[config.mk]
export PLATFORM = sky130hd
export DESIGN_NAME = ac_ir_frame_encoder_unit_flat
export DESIGN_NICKNAME = d
export VERILOG_FILES = /design/src/hdl/acir_pkg.sv /design/src/hdl/acir_if.sv /design/src/hdl/ac_ir_frame_encoder_unit.sv /design/src/hdl/acir_frame_build.sv /design/src/hdl/acir_entry_sel.sv /design/src/flat_wrapper.sv
export SDC_FILE = /design/constraint.sdc
export NUM_CORES = 1
export LEC_CHECK = 0
export BUFFER_PORTS_ARGS = -buffer_cell sky130_fd_sc_hd__buf_2
export CAP_MARGIN = 10
export CORE_ASPECT_RATIO = 0.6
export CORE_MARGIN = 2
export CORE_UTILIZATION = 63
export DETAILED_ROUTE_END_ITERATION = 12
export PLACE_DENSITY = 0.86
export SLEW_MARGIN = 10
export SYNTH_ARGS = -nofsm -noshare
export SYNTH_HDL_FRONTEND = slang
export SYNTH_SLANG_ARGS = --single-unit
[constraint.sdc]
create_clock -name clock -period 12.7 [get_ports clock]
set_input_delay 0.635 -clock clock [delete_from_list [all_inputs] [get_ports clock]]
set_output_delay 0.635 -clock clock [all_outputs]
set_load 0.01 [all_outputs]
[src/hdl/acir_pkg.sv]
// Shared types and constants for the AC IR frame encoder.
package acir_pkg;

   localparam int FRAME_LEN     = 14;
   localparam int SECT_LEN      = 7;
   localparam int FRAME_BITS    = FRAME_LEN * 8;
   localparam int SECT_BITS     = SECT_LEN * 8;
   localparam int SECT_ENTRIES  = 116;
   localparam int FRAME_ENTRIES = 234;
   localparam int TEMP_MIN      = 16;
   localparam int TEMP_MAX      = 30;
   localparam int DUR_W         = 16;
   localparam int IDX_W         = 8;
   localparam int CSR_IDX_W     = 3;

   localparam logic [DUR_W-1:0] SECT1_GAP_US = 16'd2886;
   localparam logic [DUR_W-1:0] SECT2_GAP_US = 16'd20000;
   localparam logic [IDX_W-1:0] LAST_ENTRY   = IDX_W'(FRAME_ENTRIES - 1);

   typedef logic [FRAME_LEN-1:0][7:0] frame_type;

   localparam frame_type FRAME_TMPL = {
      8'hF0, 8'h15, 8'h00, 8'h71, 8'hAE, 8'h02, 8'h01,
      8'hF0, 8'h00, 8'h00, 8'h00, 8'h0F, 8'h92, 8'h02
   };

   typedef enum logic {
      OP_LOAD = 1'b0,
      OP_NEXT = 1'b1
   } op_type;

   typedef enum logic [CSR_IDX_W-1:0] {
      CSR_HDR_MARK     = 3'd0,
      CSR_HDR_SPACE    = 3'd1,
      CSR_SECT_MARK    = 3'd2,
      CSR_SECT_SPACE   = 3'd3,
      CSR_BIT_MARK     = 3'd4,
      CSR_ONE_SPACE    = 3'd5,
      CSR_ZERO_SPACE   = 3'd6
   } csr_index_type;

   typedef struct packed {
      logic [DUR_W-1:0] hdr_mark_us;
      logic [DUR_W-1:0] hdr_space_us;
      logic [DUR_W-1:0] section_mark_us;
      logic [DUR_W-1:0] section_space_us;
      logic [DUR_W-1:0] bit_mark_us;
      logic [DUR_W-1:0] one_space_us;
      logic [DUR_W-1:0] zero_space_us;
   } timing_cfg_type;

   localparam timing_cfg_type CFG_RESET = '{
      hdr_mark_us:      16'd690,
      hdr_space_us:     16'd17844,
      section_mark_us:  16'd3086,
      section_space_us: 16'd8864,
      bit_mark_us:      16'd586,
      one_space_us:     16'd1432,
      zero_space_us:    16'd436
   };

   typedef struct packed {
      logic             op;
      logic             power_on;
      logic [7:0]       temp_c;
      logic [2:0]       mode;
      logic [2:0]       fan;
      logic             swing;
   } req_item_type;

   typedef struct packed {
      logic [DUR_W-1:0] duration_us;
      logic             is_mark;
      logic             last;
   } entry_type;

endpackage

[src/hdl/acir_if.sv]
// Request and response channel interfaces for the AC IR frame encoder.
interface acir_req_if;
   logic       valid;
   logic       ready;
   logic       op;
   logic       power_on;
   logic [7:0] temp_c;
   logic [2:0] mode;
   logic [2:0] fan;
   logic       swing;

   modport source (output valid, op, power_on, temp_c, mode, fan, swing, input ready);
   modport sink   (input valid, op, power_on, temp_c, mode, fan, swing, output ready);
endinterface

interface acir_rsp_if;
   logic        valid;
   logic        ready;
   logic [15:0] duration_us;
   logic        is_mark;
   logic        last;

   modport source (output valid, duration_us, is_mark, last, input ready);
   modport sink   (input valid, duration_us, is_mark, last, output ready);
endinterface

[src/hdl/ac_ir_frame_encoder_unit.sv]
// AC IR frame encoder top level: request register, frame store, response register.
//
//  channel   dir   beat fields
//  req_bus   in    op, power_on, temp_c, mode, fan, swing
//  rsp_bus   out   duration_us, is_mark, last
//  csr_*     in    csr_we, csr_index, csr_wdata (write only)
//
// A beat enters the request register, is decoded from there and its entry lands in
// the response register; one beat a cycle while the response is not stalled.
// Load beats and next beats while idle give no response beat.
// A full frame is 234 response beats; the last carries last = 1.
// Reset clears control state and timing registers; the frame store is not reset.
// A stalled response holds the request register, which then drops req ready.
module ac_ir_frame_encoder_unit (
   input  logic                              clock,
   input  logic                              reset,
   acir_req_if.sink                          req_bus,
   acir_rsp_if.source                        rsp_bus,
   input  logic                              csr_we,
   input  logic [acir_pkg::CSR_IDX_W-1:0]    csr_index,
   input  logic [acir_pkg::DUR_W-1:0]        csr_wdata
);

   logic                          s1_valid_ff, s1_valid_in;
   acir_pkg::req_item_type        s1_item_ff, s1_item_in;
   acir_pkg::frame_type           frame_ff, frame_in;
   logic                          sending_ff, sending_in;
   logic [acir_pkg::IDX_W-1:0]    index_ff, index_in;
   logic                          rsp_valid_ff, rsp_valid_in;
   acir_pkg::entry_type           rsp_data_ff, rsp_data_in;
   acir_pkg::timing_cfg_type      cfg_ff, cfg_in;

   acir_pkg::frame_type           built_frame;
   acir_pkg::entry_type           entry;
   logic                          s2_free;
   logic                          s1_adv;
   logic                          req_fire;
   logic                          is_load;
   logic                          is_next;

   acir_frame_build u_build (
      .power_on (s1_item_ff.power_on),
      .temp_c   (s1_item_ff.temp_c),
      .mode     (s1_item_ff.mode),
      .fan      (s1_item_ff.fan),
      .swing    (s1_item_ff.swing),
      .frame    (built_frame)
   );

   acir_entry_sel u_sel (
      .entry_idx (index_ff),
      .frame     (frame_ff),
      .cfg       (cfg_ff),
      .entry     (entry)
   );

   assign s2_free       = !rsp_valid_ff || rsp_bus.ready;
   assign s1_adv        = s1_valid_ff && s2_free;
   assign req_bus.ready = !s1_valid_ff || s2_free;
   assign req_fire      = req_bus.valid && req_bus.ready;
   assign is_load       = s1_adv && (s1_item_ff.op == acir_pkg::OP_LOAD);
   assign is_next       = s1_adv && (s1_item_ff.op == acir_pkg::OP_NEXT) && sending_ff;

   assign rsp_bus.valid       = rsp_valid_ff;
   assign rsp_bus.duration_us = rsp_data_ff.duration_us;
   assign rsp_bus.is_mark     = rsp_data_ff.is_mark;
   assign rsp_bus.last        = rsp_data_ff.last;

   always_comb begin
      s1_valid_in = req_fire ? 1'b1 : (s1_adv ? 1'b0 : s1_valid_ff);
      s1_item_in  = s1_item_ff;
      if (req_fire) begin
         s1_item_in.op       = req_bus.op;
         s1_item_in.power_on = req_bus.power_on;
         s1_item_in.temp_c   = req_bus.temp_c;
         s1_item_in.mode     = req_bus.mode;
         s1_item_in.fan      = req_bus.fan;
         s1_item_in.swing    = req_bus.swing;
      end

      frame_in   = is_load ? built_frame : frame_ff;
      sending_in = sending_ff;
      index_in   = index_ff;
      if (is_load) begin
         sending_in = 1'b1;
         index_in   = '0;
      end else if (is_next) begin
         if (entry.last) begin
            sending_in = 1'b0;
            index_in   = '0;
         end else begin
            index_in   = index_ff + 8'd1;
         end
      end

      rsp_valid_in = s2_free ? is_next : rsp_valid_ff;
      rsp_data_in  = is_next ? entry : rsp_data_ff;

      cfg_in = cfg_ff;
      if (csr_we) begin
         case (csr_index)
            acir_pkg::CSR_HDR_MARK:   cfg_in.hdr_mark_us      = csr_wdata;
            acir_pkg::CSR_HDR_SPACE:  cfg_in.hdr_space_us     = csr_wdata;
            acir_pkg::CSR_SECT_MARK:  cfg_in.section_mark_us  = csr_wdata;
            acir_pkg::CSR_SECT_SPACE: cfg_in.section_space_us = csr_wdata;
            acir_pkg::CSR_BIT_MARK:   cfg_in.bit_mark_us      = csr_wdata;
            acir_pkg::CSR_ONE_SPACE:  cfg_in.one_space_us     = csr_wdata;
            acir_pkg::CSR_ZERO_SPACE: cfg_in.zero_space_us    = csr_wdata;
            default:                  cfg_in                  = cfg_ff;
         endcase
      end
   end

   always_ff @(posedge clock) begin
      if (reset) begin
         s1_valid_ff  <= 1'b0;
         sending_ff   <= 1'b0;
         index_ff     <= '0;
         rsp_valid_ff <= 1'b0;
         cfg_ff       <= acir_pkg::CFG_RESET;
      end else begin
         s1_valid_ff  <= s1_valid_in;
         sending_ff   <= sending_in;
         index_ff     <= index_in;
         rsp_valid_ff <= rsp_valid_in;
         cfg_ff       <= cfg_in;
      end
      s1_item_ff  <= s1_item_in;
      frame_ff    <= frame_in;
      rsp_data_ff <= rsp_data_in;
   end

   // index stays inside the frame
   a_index_range: assert property (@(posedge clock) disable iff (reset)
      index_ff <= acir_pkg::LAST_ENTRY)
      else $error("entry index beyond frame");

   // idle implies index parked at zero
   a_idle_index: assert property (@(posedge clock) disable iff (reset)
      !sending_ff |-> index_ff == '0)
      else $error("index not zero while idle");

   // final entry ends the transmission
   a_last_ends: assert property (@(posedge clock) disable iff (reset)
      (is_next && entry.last) |=> !sending_ff && index_ff == '0)
      else $error("still sending after last entry");

   // request side only stalls behind a blocked response
   a_ready_cause: assert property (@(posedge clock) disable iff (reset)
      !req_bus.ready |-> (s1_valid_ff && rsp_valid_ff && !rsp_bus.ready))
      else $error("request stalled without cause");

endmodule

[src/hdl/acir_frame_build.sv]
// Builds the 14-byte frame from the settings and seals both sections.
module acir_frame_build (
   input  logic                power_on,
   input  logic [7:0]          temp_c,
   input  logic [2:0]          mode,
   input  logic [2:0]          fan,
   input  logic                swing,
   output acir_pkg::frame_type frame
);

   function automatic logic [7:0] sect_sum (input logic [acir_pkg::SECT_BITS-1:0] s);
      logic [5:0] cnt;
      cnt = 6'($countones(s[7:0])) + 6'($countones(s[11:8]))
          + 6'($countones(s[23:20])) + 6'($countones(s[55:24]));
      return {2'b00, cnt} ^ 8'hFF;
   endfunction

   logic [7:0]          temp_clamp;
   logic [3:0]          temp_code;
   logic [2:0]          mode_code;
   logic [2:0]          fan_code;
   logic [1:0]          pwr_code;
   logic [2:0]          swing_code;
   acir_pkg::frame_type raw;
   logic [7:0]          sum_a;
   logic [7:0]          sum_b;

   always_comb begin
      if (temp_c < 8'(acir_pkg::TEMP_MIN)) begin
         temp_clamp = 8'(acir_pkg::TEMP_MIN);
      end else if (temp_c > 8'(acir_pkg::TEMP_MAX)) begin
         temp_clamp = 8'(acir_pkg::TEMP_MAX);
      end else begin
         temp_clamp = temp_c;
      end
      temp_code  = 4'(temp_clamp - 8'(acir_pkg::TEMP_MIN));
      mode_code  = (mode > 3'd4) ? 3'd0 : mode;
      case (fan)
         3'd1:    fan_code = 3'd2;
         3'd2:    fan_code = 3'd4;
         3'd3:    fan_code = 3'd5;
         default: fan_code = 3'd0;
      endcase
      pwr_code   = power_on ? 2'd3 : 2'd0;
      swing_code = swing ? 3'd1 : 3'd7;

      raw     = acir_pkg::FRAME_TMPL;
      raw[6]  = {raw[6][7:6], pwr_code, raw[6][3:0]};
      raw[13] = {raw[13][7:6], pwr_code, raw[13][3:0]};
      raw[11] = {temp_code, raw[11][3:0]};
      raw[12] = {raw[12][7], mode_code, raw[12][3:0]};
      raw[12] = {raw[12][7:4], fan_code, raw[12][0]};
      raw[9]  = {raw[9][7], swing_code, raw[9][3:0]};

      sum_a = sect_sum(raw[6:0]);
      sum_b = sect_sum(raw[13:7]);

      frame     = raw;
      frame[1]  = {sum_a[3:0], raw[1][3:0]};
      frame[2]  = {raw[2][7:4], sum_a[7:4]};
      frame[8]  = {sum_b[3:0], raw[8][3:0]};
      frame[9]  = {raw[9][7:4], sum_b[7:4]};
   end

endmodule

[src/hdl/acir_entry_sel.sv]
// Maps an entry index to its timing entry from the stored frame.
module acir_entry_sel (
   input  logic [acir_pkg::IDX_W-1:0] entry_idx,
   input  acir_pkg::frame_type        frame,
   input  acir_pkg::timing_cfg_type   cfg,
   output acir_pkg::entry_type        entry
);

   logic [acir_pkg::FRAME_BITS-1:0] frame_flat;
   logic [7:0]                      r;
   logic                            sec;
   logic [6:0]                      p;
   logic [6:0]                      q;
   logic [6:0]                      bit_idx;
   logic                            bit_val;

   always_comb begin
      frame_flat = frame;
      r       = entry_idx - 8'd2;
      sec     = (r >= 8'(acir_pkg::SECT_ENTRIES));
      p       = sec ? 7'(r - 8'(acir_pkg::SECT_ENTRIES)) : 7'(r);
      q       = p - 7'd2;
      bit_idx = 7'(q[6:1]) + (sec ? 7'(acir_pkg::SECT_BITS) : 7'd0);
      bit_val = frame_flat[bit_idx];

      entry.is_mark = 1'b0;
      entry.last    = (entry_idx == acir_pkg::LAST_ENTRY);
      if (entry_idx == 8'd0) begin
         entry.duration_us = cfg.hdr_mark_us;
         entry.is_mark     = 1'b1;
      end else if (entry_idx == 8'd1) begin
         entry.duration_us = cfg.hdr_space_us;
      end else if (p == 7'd0) begin
         entry.duration_us = cfg.section_mark_us;
         entry.is_mark     = 1'b1;
      end else if (p == 7'd1) begin
         entry.duration_us = cfg.section_space_us;
      end else if (p < 7'(acir_pkg::SECT_ENTRIES - 2)) begin
         if (!q[0]) begin
            entry.duration_us = cfg.bit_mark_us;
            entry.is_mark     = 1'b1;
         end else begin
            entry.duration_us = bit_val ? cfg.one_space_us : cfg.zero_space_us;
         end
      end else if (p == 7'(acir_pkg::SECT_ENTRIES - 2)) begin
         entry.duration_us = cfg.bit_mark_us;
         entry.is_mark     = 1'b1;
      end else begin
         entry.duration_us = sec ? acir_pkg::SECT2_GAP_US : acir_pkg::SECT1_GAP_US;
      end
   end

endmodule
[src/flat_wrapper.sv]
// flat-port wrapper written by rule: the top's interface ports become plain ports
module ac_ir_frame_encoder_unit_flat 
  (clock, reset, csr_we, csr_index, csr_wdata, req_bus_valid, req_bus_op, req_bus_power_on, req_bus_temp_c, req_bus_mode, req_bus_fan, req_bus_swing, req_bus_ready, rsp_bus_valid, rsp_bus_duration_us, rsp_bus_is_mark, rsp_bus_last, rsp_bus_ready);
  acir_req_if req_bus_i ();
  acir_rsp_if rsp_bus_i ();
  input  logic clock;
  input  logic reset;
  input  logic csr_we;
  input  logic [acir_pkg::CSR_IDX_W-1:0] csr_index;
  input  logic [acir_pkg::DUR_W-1:0] csr_wdata;
  input wire logic [$bits(req_bus_i.valid)-1:0] req_bus_valid;
  input wire logic [$bits(req_bus_i.op)-1:0] req_bus_op;
  input wire logic [$bits(req_bus_i.power_on)-1:0] req_bus_power_on;
  input wire logic [$bits(req_bus_i.temp_c)-1:0] req_bus_temp_c;
  input wire logic [$bits(req_bus_i.mode)-1:0] req_bus_mode;
  input wire logic [$bits(req_bus_i.fan)-1:0] req_bus_fan;
  input wire logic [$bits(req_bus_i.swing)-1:0] req_bus_swing;
  output wire logic [$bits(req_bus_i.ready)-1:0] req_bus_ready;
  output wire logic [$bits(rsp_bus_i.valid)-1:0] rsp_bus_valid;
  output wire logic [$bits(rsp_bus_i.duration_us)-1:0] rsp_bus_duration_us;
  output wire logic [$bits(rsp_bus_i.is_mark)-1:0] rsp_bus_is_mark;
  output wire logic [$bits(rsp_bus_i.last)-1:0] rsp_bus_last;
  input wire logic [$bits(rsp_bus_i.ready)-1:0] rsp_bus_ready;
  assign req_bus_i.valid = req_bus_valid;
  assign req_bus_i.op = req_bus_op;
  assign req_bus_i.power_on = req_bus_power_on;
  assign req_bus_i.temp_c = req_bus_temp_c;
  assign req_bus_i.mode = req_bus_mode;
  assign req_bus_i.fan = req_bus_fan;
  assign req_bus_i.swing = req_bus_swing;
  assign req_bus_ready = req_bus_i.ready;
  assign rsp_bus_valid = rsp_bus_i.valid;
  assign rsp_bus_duration_us = rsp_bus_i.duration_us;
  assign rsp_bus_is_mark = rsp_bus_i.is_mark;
  assign rsp_bus_last = rsp_bus_i.last;
  assign rsp_bus_i.ready = rsp_bus_ready;
  ac_ir_frame_encoder_unit u_core (.clock(clock), .reset(reset), .req_bus(req_bus_i), .rsp_bus(rsp_bus_i), .csr_we(csr_we), .csr_index(csr_index), .csr_wdata(csr_wdata));
endmodule
* After elaboration in Yosys (flattened, before gate mapping)
Index checks and enable logic that the tools add are counted.
** Operators by class
- Multiplexer cells :: 29
- $lt $le $gt $ge :: 6
- Bitwise logic cells :: 3
- Equal/unequal tests :: 13
- Reduce and logical (&&, ||, !) cells :: 24
- Add/subtract/negate cells :: 26
** Operators with widths (number)
- 2-to-1 mux 16 bit :: 5
- 2-to-1 mux 17 bit :: 3
- NOT 6 -> 8 bit :: 2
- AND reduction 2 bit :: 8
- 2-to-1 mux 15 bit :: 1
- adder 1 x 1 -> 2 bit :: 6
- equality test 3 x 2 -> 1 bit, second input constant :: 4
- 2-to-1 mux 1 bit :: 10
- adder 2 x 2 -> 3 bit :: 3
- equality test 3 bit, second input constant :: 3
- case mux 3 bit (3 select lines) :: 1
- adder 8 x 1 -> 8 bit, second input constant :: 1
- equality test 8 x 1 -> 1 bit, second input constant :: 1
- equality test 8 bit, second input constant :: 1
- >= comparator 8 x 7 -> 1 bit, second input constant :: 1
- greater-than comparator 8 x 5 -> 1 bit, second input constant :: 1
- logical NOT 8 bit :: 1
- less-than comparator 7 x 8 -> 1 bit, second input constant :: 1
- less-than comparator 8 x 5 -> 1 bit, second input constant :: 1
- 2-to-1 mux 4 bit :: 2
- 2-to-1 mux 8 bit :: 1
- subtractor 8 x 2 -> 8 bit, second input constant :: 1
- adder 6 x 6 -> 7 bit :: 1
- binary-select mux 1 bit (select 7 bit) :: 1
- other kinds (31) :: 41
** Storage, ports and cells
- Register bits after elaboration :: 189
- Bits of input ports :: 41

* Depth between registers and ports, before layout
Gate-level depths: netlist of the first run.
- Word-level depth :: 14
- Mapped depth :: 24
- Depth with buffers taken out :: 21

* Cells and area by module
From an unflattened synthesis of the first run, not the netlist that was laid out.
** Second synthesis, totals
- Cells, all modules :: 1202
- Area total of the unflattened synthesis :: 12987.5 um^2
** Modules (own cells, without submodules)
- ac_ir_frame_encoder_unit :: cells each 712, times used 1, area an instance 8919.8 um^2
- acir_entry_sel :: cells each 324, times used 1, area an instance 2819.0 um^2
- acir_frame_build :: cells each 166, times used 1, area an instance 1248.7 um^2

* Worst setup path before layout of the first run
No wires, ideal clock.
- Kind :: register to register
- Start :: register u_core.index_ff[1] in the netlist's numbering
- End :: register u_core.rsp_data_ff (netlist bit u_core.rsp_bus.duration_us[14]) (data pin)
- Setup time :: 0.152 ns
- Clock period less this slack :: 5.885 ns
- Data arrival time :: 5.734 ns
- Stages on the path, launching flop included :: 22
- Data required time :: 12.548 ns
- Path slack :: 6.815 ns
- Path buffers :: 2
- Cell sequence :: dfxtp_1 clkbuf_1 inv_1 ha_1 xnor2_1 ha_1 nand2_1 a221oi_4 nor2_2 xnor2_1 ha_1 nand3_1 xor2_1 fa_1 nor2_1 o21ai_0 a2111oi_4 a211oi_2 a32oi_4 buf_12 mux2_2 a31oi_1
** RTL lines
- start: declaration :: line ac_ir_frame_encoder_unit.sv:28 : logic [acir_pkg::IDX_W-1:0] index_ff, index_in;
- start signal: assignment :: line ac_ir_frame_encoder_unit.sv:124 : index_ff <= index_in;
- end signal: assignment :: line ac_ir_frame_encoder_unit.sv:130 : rsp_data_ff <= rsp_data_in;
- end: declaration :: line ac_ir_frame_encoder_unit.sv:30 : acir_pkg::entry_type rsp_data_ff, rsp_data_in;

==> metrics, run 1 <==
Seq pwr share 47.5%; Routed WL 24020 µm; Antenna diodes 0; fin nets 1128; hold buffers post-CTS 0; # DRC 0; post-synthesis cell count 1019; Net Count, Synth 1093; post-synth top area share 27.82%; CTS Buffer Depth 2; commonest cells in the synthesized netlist nand2_1, a21oi_1, dfxtp_1, nor2_1, edfxtp_1; Initial Util 64.57%; H-tree Lvls 4; CP Max Fanout 19; Max Cap Violations 0; CTS clk-pin slew, worst paths 0.08 ns; Synth Area in Simple Gates 23.66%; Hold Crit Depth 1; Clock Skew 0.01336 ns; Crit Path Class register to register; cells on worst reg2reg path 19; Area after DPL 9244 µm²; RSZ-0062 raised after global routing no; Chip Height 95.81 µm; clock power share 43.1%; hold_ws 0.3685 ns; placed insts 1227; Pre-antenna DRT Iters 5; Post-DRT Antenna Nets 0; element type at the critical path start register; Final period util 56.97%; final setup vio count 0; Worst path slowest cell dfxtp_1; largest family of logic cells by synthesized area simple AND/OR/NAND/NOR gates; Port Buf Inserts 60; Arr. time, crit path 7.48 ns; clock root cell clkbuf_16; Synth Register Bits 177; P_sw 0.3352 mW; Post-Synth Adder-Cell Area 5.259%; Hold Startpoint req_bus_temp_c[3]; sequential cell area fraction in the yosys report 46.14%; Critical Path Max Stage Delay 0.83 ns; VDD IR max 95.32 µV; Comb power frac 9.4%; Buf/Inv on CP 2; mux share of post-synthesis cell area 2.757%; Syn. warnings 0; Synth-to-Final Area Change 11.61%; Setup Fix Bufs, Post-CTS 0; num rows 33; fmax 138.2 MHz; worst r2r dst u_core.rsp_bus.duration_us[0]; first-pass GRT wire length 37690 µm; pin count of the biggest net entering global routing 117; Int Pwr 0.9547 mW; reg2reg start u_core.index_ff[1]; drt initial violations 1074; Main synth FF type dfxtp_1; gr ovfl total 0; max_slew headroom 15.12%; most frequent CP cell ha_1; Compound-Gate Fraction of Synth Area 15.68%; die area 15040 µm²; EDFF count, synth 54; CTS tree done; final RePlAce weighted congestion 0.9145; Clock Latency Late Sink 0.43 ns; Post-Syn Area per Cell 8.686 µm²; drt wl/cell 19.08 µm; mapped cell area 8851 µm²; worst-margin pin slew 1.266 ns; critical-path cell list inv_1 > ha_1 > xnor2_1 > ha_1 > nand2_1 > a221oi_4 > nor2_2 > xnor2_1 > ha_1 > nand3_1 > xor2_1 > fa_1 > inv_1 > or3_1 > o221ai_1 > o21ai_0 > a32oi_4 > mux2_2 > a31oi_1; Final min period 7.235 ns; CTS Buf Count 17; Hold Path Sink u_core.s1_item_ff[10]; Required @ worst endpoint 12.95 ns; initial antenna violation count 1; most numerous cell in the Yosys netlist nand2_1; CP top delay family adder cells; post-synthesis cell type count 67; post-cts gate resize count 0; CTS sink cnt 177; Slew Limit Fails 0; Fillers 1030; fraction of registers with async set/reset 0%; All-Layer GR Usage 32.96%; vias per inst 6.210; Net Sw Frac 25.98%; Fin Setup TNS 0 ns; Die Wd 157.0 µm; top post-synthesis cells by area dfxtp_1, edfxtp_1, nand2_1; vias in the first global route 7047; Hold Crit Class primary input to register; PwrDens 130.6 nW/µm²; share of cells above drive strength 1 12.46%; status completed; Non-Filler Instances 1259; leading area contributor after synthesis dfxtp_1; xor/xnor share of the synthesized area 2.545%; Leak 3.618 nW; DR vias 7818; I/O pin count 61; Critical Path End Type register; Post-DP HPWL 15690 µm; internal reg-to-reg setup slack 5.46 ns; final hold vios 0; post-route cell area 9878 µm²; core area 13710 µm²
cell families (layout without fill, tap and decap cells):
family,count (synthesis),after routing
flip-flops,177,177
adder cells (fa/ha/maj),33,33
buffers and inverters,85,133
XOR/XNOR,24,24
AO/OA/AOI/OAI,218,218
multiplexers,21,21
AND/OR/NAND/NOR,461,461
power groups by stage:
stage | logic (mW) | registers, mW | clock network [mW]
detailed placement | 0.118 | 0.626 | 0
global route | 0.137 | 0.615 | 0.579
finish | 0.121 | 0.613 | 0.556
floorplan | 0.0810 | 0.623 | 0
CTS | 0.119 | 0.613 | 0.556
global placement | 0.112 | 0.625 | 0
how the worst max path moves through the flow:
stage	from	endpoint	cells after the start
after floorplan	u_core.index_ff[1]	u_core.rsp_bus.duration_us[14]	21
after global routing	u_core.index_ff[1]	u_core.rsp_bus.duration_us[7]	21
after CTS	u_core.index_ff[1]	u_core.rsp_bus.duration_us[0]	19
final	u_core.index_ff[1]	u_core.rsp_bus.duration_us[0]	19
after detailed placement	u_core.index_ff[1]	u_core.rsp_bus.duration_us[4]	19
after global placement	u_core.index_ff[1]	u_core.rsp_bus.duration_us[4]	19
through the flow:
step	util, %	setup slack, ns	total power, mW
2_1_floorplan	-	6.815	0.7042
3_3_place_gp	67.43	5.914	0.7375
3_5_place_dp	67.43	5.661	0.7436
6_report	72.06	5.465	1.290
5_1_grt	72.06	5.000	1.330
4_1_cts	72.06	5.602	1.288
cell usage in the layout, fill, tap and decap left out, drive strengths merged, types with 10 or more instances in the layout:
master  count
buf        69
dfxtp     123
o21ai      19
a21oi     129
mux2i      12
a31oi      11
a21o       10
nand2b     10
inv        41
nor3       10
nor2       58
clkbuf     17
xnor2      13
xor2       11
edfxtp     54
ha         26
nand2     278
nand3b     37
nand3      24
layer usage:
layer	global-route usage, %	part of all wire (%)	vias to the layer above
met5	0	0.042	-
met4	11.74	1.8	2
met3	7.834	13	57
met2	47.51	41	534
met1	48.44	44	3623
li1	-	-	3602
layout make-up:
class | instances | area (µm²) | area share (%)
clock buffers | 17 | 425.4 | 4.307
clock inverters | 15 | 209.0 | 2.115
inverters | 32 | 120.1 | 1.216
multi-input cells | 757 | 4429 | 44.84
flip-flops and latches | 177 | 4084 | 41.34
well taps | 192 | 240.2 | 2.432
repair buffers | 69 | 370.4 | 3.749
state kept, by name (all words and copies together), names as in the netlist:
register	cells
u_core.rsp_bus.is_mark	1
u_core.s1_item_ff	17
u_core.cfg_ff	112
u_core.s1_valid_ff	1
u_core.rsp_bus.duration_us	16
u_core.index_ff	8
u_core.rsp_bus.last	1
u_core.sending_ff	1
u_core.frame_ff	19
u_core.rsp_bus.valid	1
worst register-to-register path: cells and delay by family, from the launching register on:
family                   cells  cell delay (ns)
flip-flops                   1             0.83
AO/OA/AOI/OAI                5             1.65
adder cells (fa/ha/maj)      4             1.76
XOR/XNOR                     3             1.17
buffers and inverters        2             0.49
multiplexers                 1             0.42
AND/OR/NAND/NOR              4             0.74
Power figures use the tool's default switching activity.
==> inputs of run 2 (changes only) <==
--- a/config.mk
+++ b/config.mk
@@ -9,9 +9,9 @@
 export CAP_MARGIN = 10
 export CORE_ASPECT_RATIO = 0.6
 export CORE_MARGIN = 2
-export CORE_UTILIZATION = 63
+export CORE_UTILIZATION = 61
 export DETAILED_ROUTE_END_ITERATION = 12
-export PLACE_DENSITY = 0.86
+export PLACE_DENSITY = 0.83
 export SLEW_MARGIN = 10
 export SYNTH_ARGS = -nofsm -noshare
 export SYNTH_HDL_FRONTEND = slang
==> constraint.sdc (replaced) <==
create_clock -name clock -period 6.7 [get_ports clock]
set_input_delay 0.335 -clock clock [delete_from_list [all_inputs] [get_ports clock]]
set_output_delay 0.335 -clock clock [all_outputs]
set_load 0.01 [all_outputs]
==> metrics, run 2 (synthesis results as in run 1) <==
Clock Skew 0.01479 ns; fmax 167.2 MHz; hold_ws 0.06748 ns; core area 14340 µm²; Pre-antenna DRT Iters 6; gr ovfl total 0; post-cts gate resize count 0; worst-margin pin slew 1.203 ns; Required @ worst endpoint 6.95 ns; VDD IR max 144.0 µV; reg2reg start u_core.index_ff[2]; Largest regs u_core.cfg_ff: 112 flops, u_core.frame_ff: 19 flops, u_core.s1_item_ff: 17 flops; Max Cap Violations 0; CP Max Fanout 17; clock root cell clkbuf_16; Fin Setup TNS 0 ns; Post-DRT Antenna Nets 0; Setup Fix Bufs, Post-CTS 0; die area 15520 µm²; Worst Setup SP u_core.index_ff[2]; pin count of the biggest net entering global routing 65; first-pass GRT wire length 38830 µm; DR vias 7699; final setup vio count 0; PwrDens 243.4 nW/µm²; Post-DP HPWL 15930 µm; RSZ-0062 raised after global routing no; Slew Limit Fails 0; Clock Latency Late Sink 0.44 ns; post-route cell area 9872 µm²; I/O pin count 61; Crit Path Class register to register; Final min period 5.980 ns; met3 Use GR 8.237%; Die Wd 159.5 µm; Port Buf Inserts 60; initial antenna violation count 0; most used routing layer met1; max_slew headroom 19.49%; commonest non-fill, non-tap cells in the layout nand2_1, a21oi_1, dfxtp_1; CTS Buffer Depth 2; Critical Path End Type register; final hold vios 0; Synth-to-Final Area Change 11.54%; share of cells above drive strength 1 12.79%; drt wl/cell 19.18 µm; Routed WL 24350 µm; grt met1 use 47.57%; vias per inst 6.067; CTS tree done; Hold Startpoint req_bus_temp_c[0]; num rows 34; vias in the first global route 7434; Antenna diodes 0; CTS clk-pin slew, worst paths 0.07 ns; Chip Height 97.31 µm; Area after DPL 9284 µm²; element type at the critical path start register; CTS Buf Count 17; Final period util 89.25%; Leak 3.612 nW; H-tree Lvls 4; status completed; Largest Register u_core.cfg_ff; GRT met2 Usage 45.49%; Hold Crit Class primary input to register; Initial Util 61.74%; # DRC 0; drt initial violations 891; hold buffers post-CTS 0; CTS sink cnt 177; leading cell type in the layout, fill and taps excluded nand2_1; fin nets 1132; Arr. time, crit path 6.23 ns; All-Layer GR Usage 31.89%; Largest register FFs 112; final RePlAce weighted congestion 0.8662
==> run 2: report_power, final <==
group          switching (mW)  internal, mW
registers              0.0170          1.15
clock network           0.471         0.531
logic                   0.147        0.0912
==> run 2: worst max-delay path, stage by stage (launching register included) <==
cell and delay (ns):
dfxtp_1 0.47, inv_1 0.13, ha_1 0.27, xnor2_1 0.15, buf_4 0.17, ha_1 0.27
a221oi_4 0.38, nor2_2 0.15, o31ai_1 0.56, nand2_1 0.14, xor2_1 0.17, ha_1 0.23
fa_1 0.62, inv_1 0.10, or3_1 0.35, o221ai_1 0.16, o21ai_0 0.19, a32oi_4 0.72
mux2_2 0.41, a31oi_1 0.17
==> run 2: final cells by class <==
cell class | count | area, µm²
clock buffer | 17 | 425.4
sequential | 177 | 4084
multi-input combinational | 757 | 4432
tap | 198 | 247.7
timing repair buffer | 73 | 400.4
inverter | 32 | 120.1
clock inverter | 15 | 162.7
fill | 1115 | 4464
==> run 2: worst paths after layout <==
| check | depth (start not counted) | slack, ns | to |
|---|---|---|---|
| min | 1 | 0.07 | u_core.s1_item_ff[7] |
| max reg2reg | 19 | 0.72 | u_core.rsp_bus.duration_us[4] |
| min reg2reg | 2 | 0.45 | u_core.cfg_ff[60] |
| max | 19 | 0.72 | u_core.rsp_bus.duration_us[4] |
==> run 2: metrics by stage <==
| stage | utilization [%] | cells | setup WS, ns | power [mW] |
|---|---|---|---|---|
| floorplan | - | 1019 | 0.8146 | 1.335 |
| global placement | 64.76 | 1237 | 0.9791 | 1.407 |
| detailed placement | 64.76 | 1237 | 0.8481 | 1.417 |
| CTS | 68.86 | 1269 | 0.7994 | 2.394 |
| global route | 68.86 | 1269 | 0.2487 | 2.478 |
| finish | 68.86 | 1269 | 0.7203 | 2.403 |
==> run 2: layer usage <==
| metal | vias to the layer above | wire length [µm] | part of all wire, % |
|---|---|---|---|
| met2 | 424 | 10140 | 42 |
| met1 | 3632 | 10780 | 44 |
| met3 | 47 | 3018 | 12 |
| li1 | 3596 | - | - |
| met4 | 0 | 401 | 1.6 |
| met5 | - | 0 | 0 |
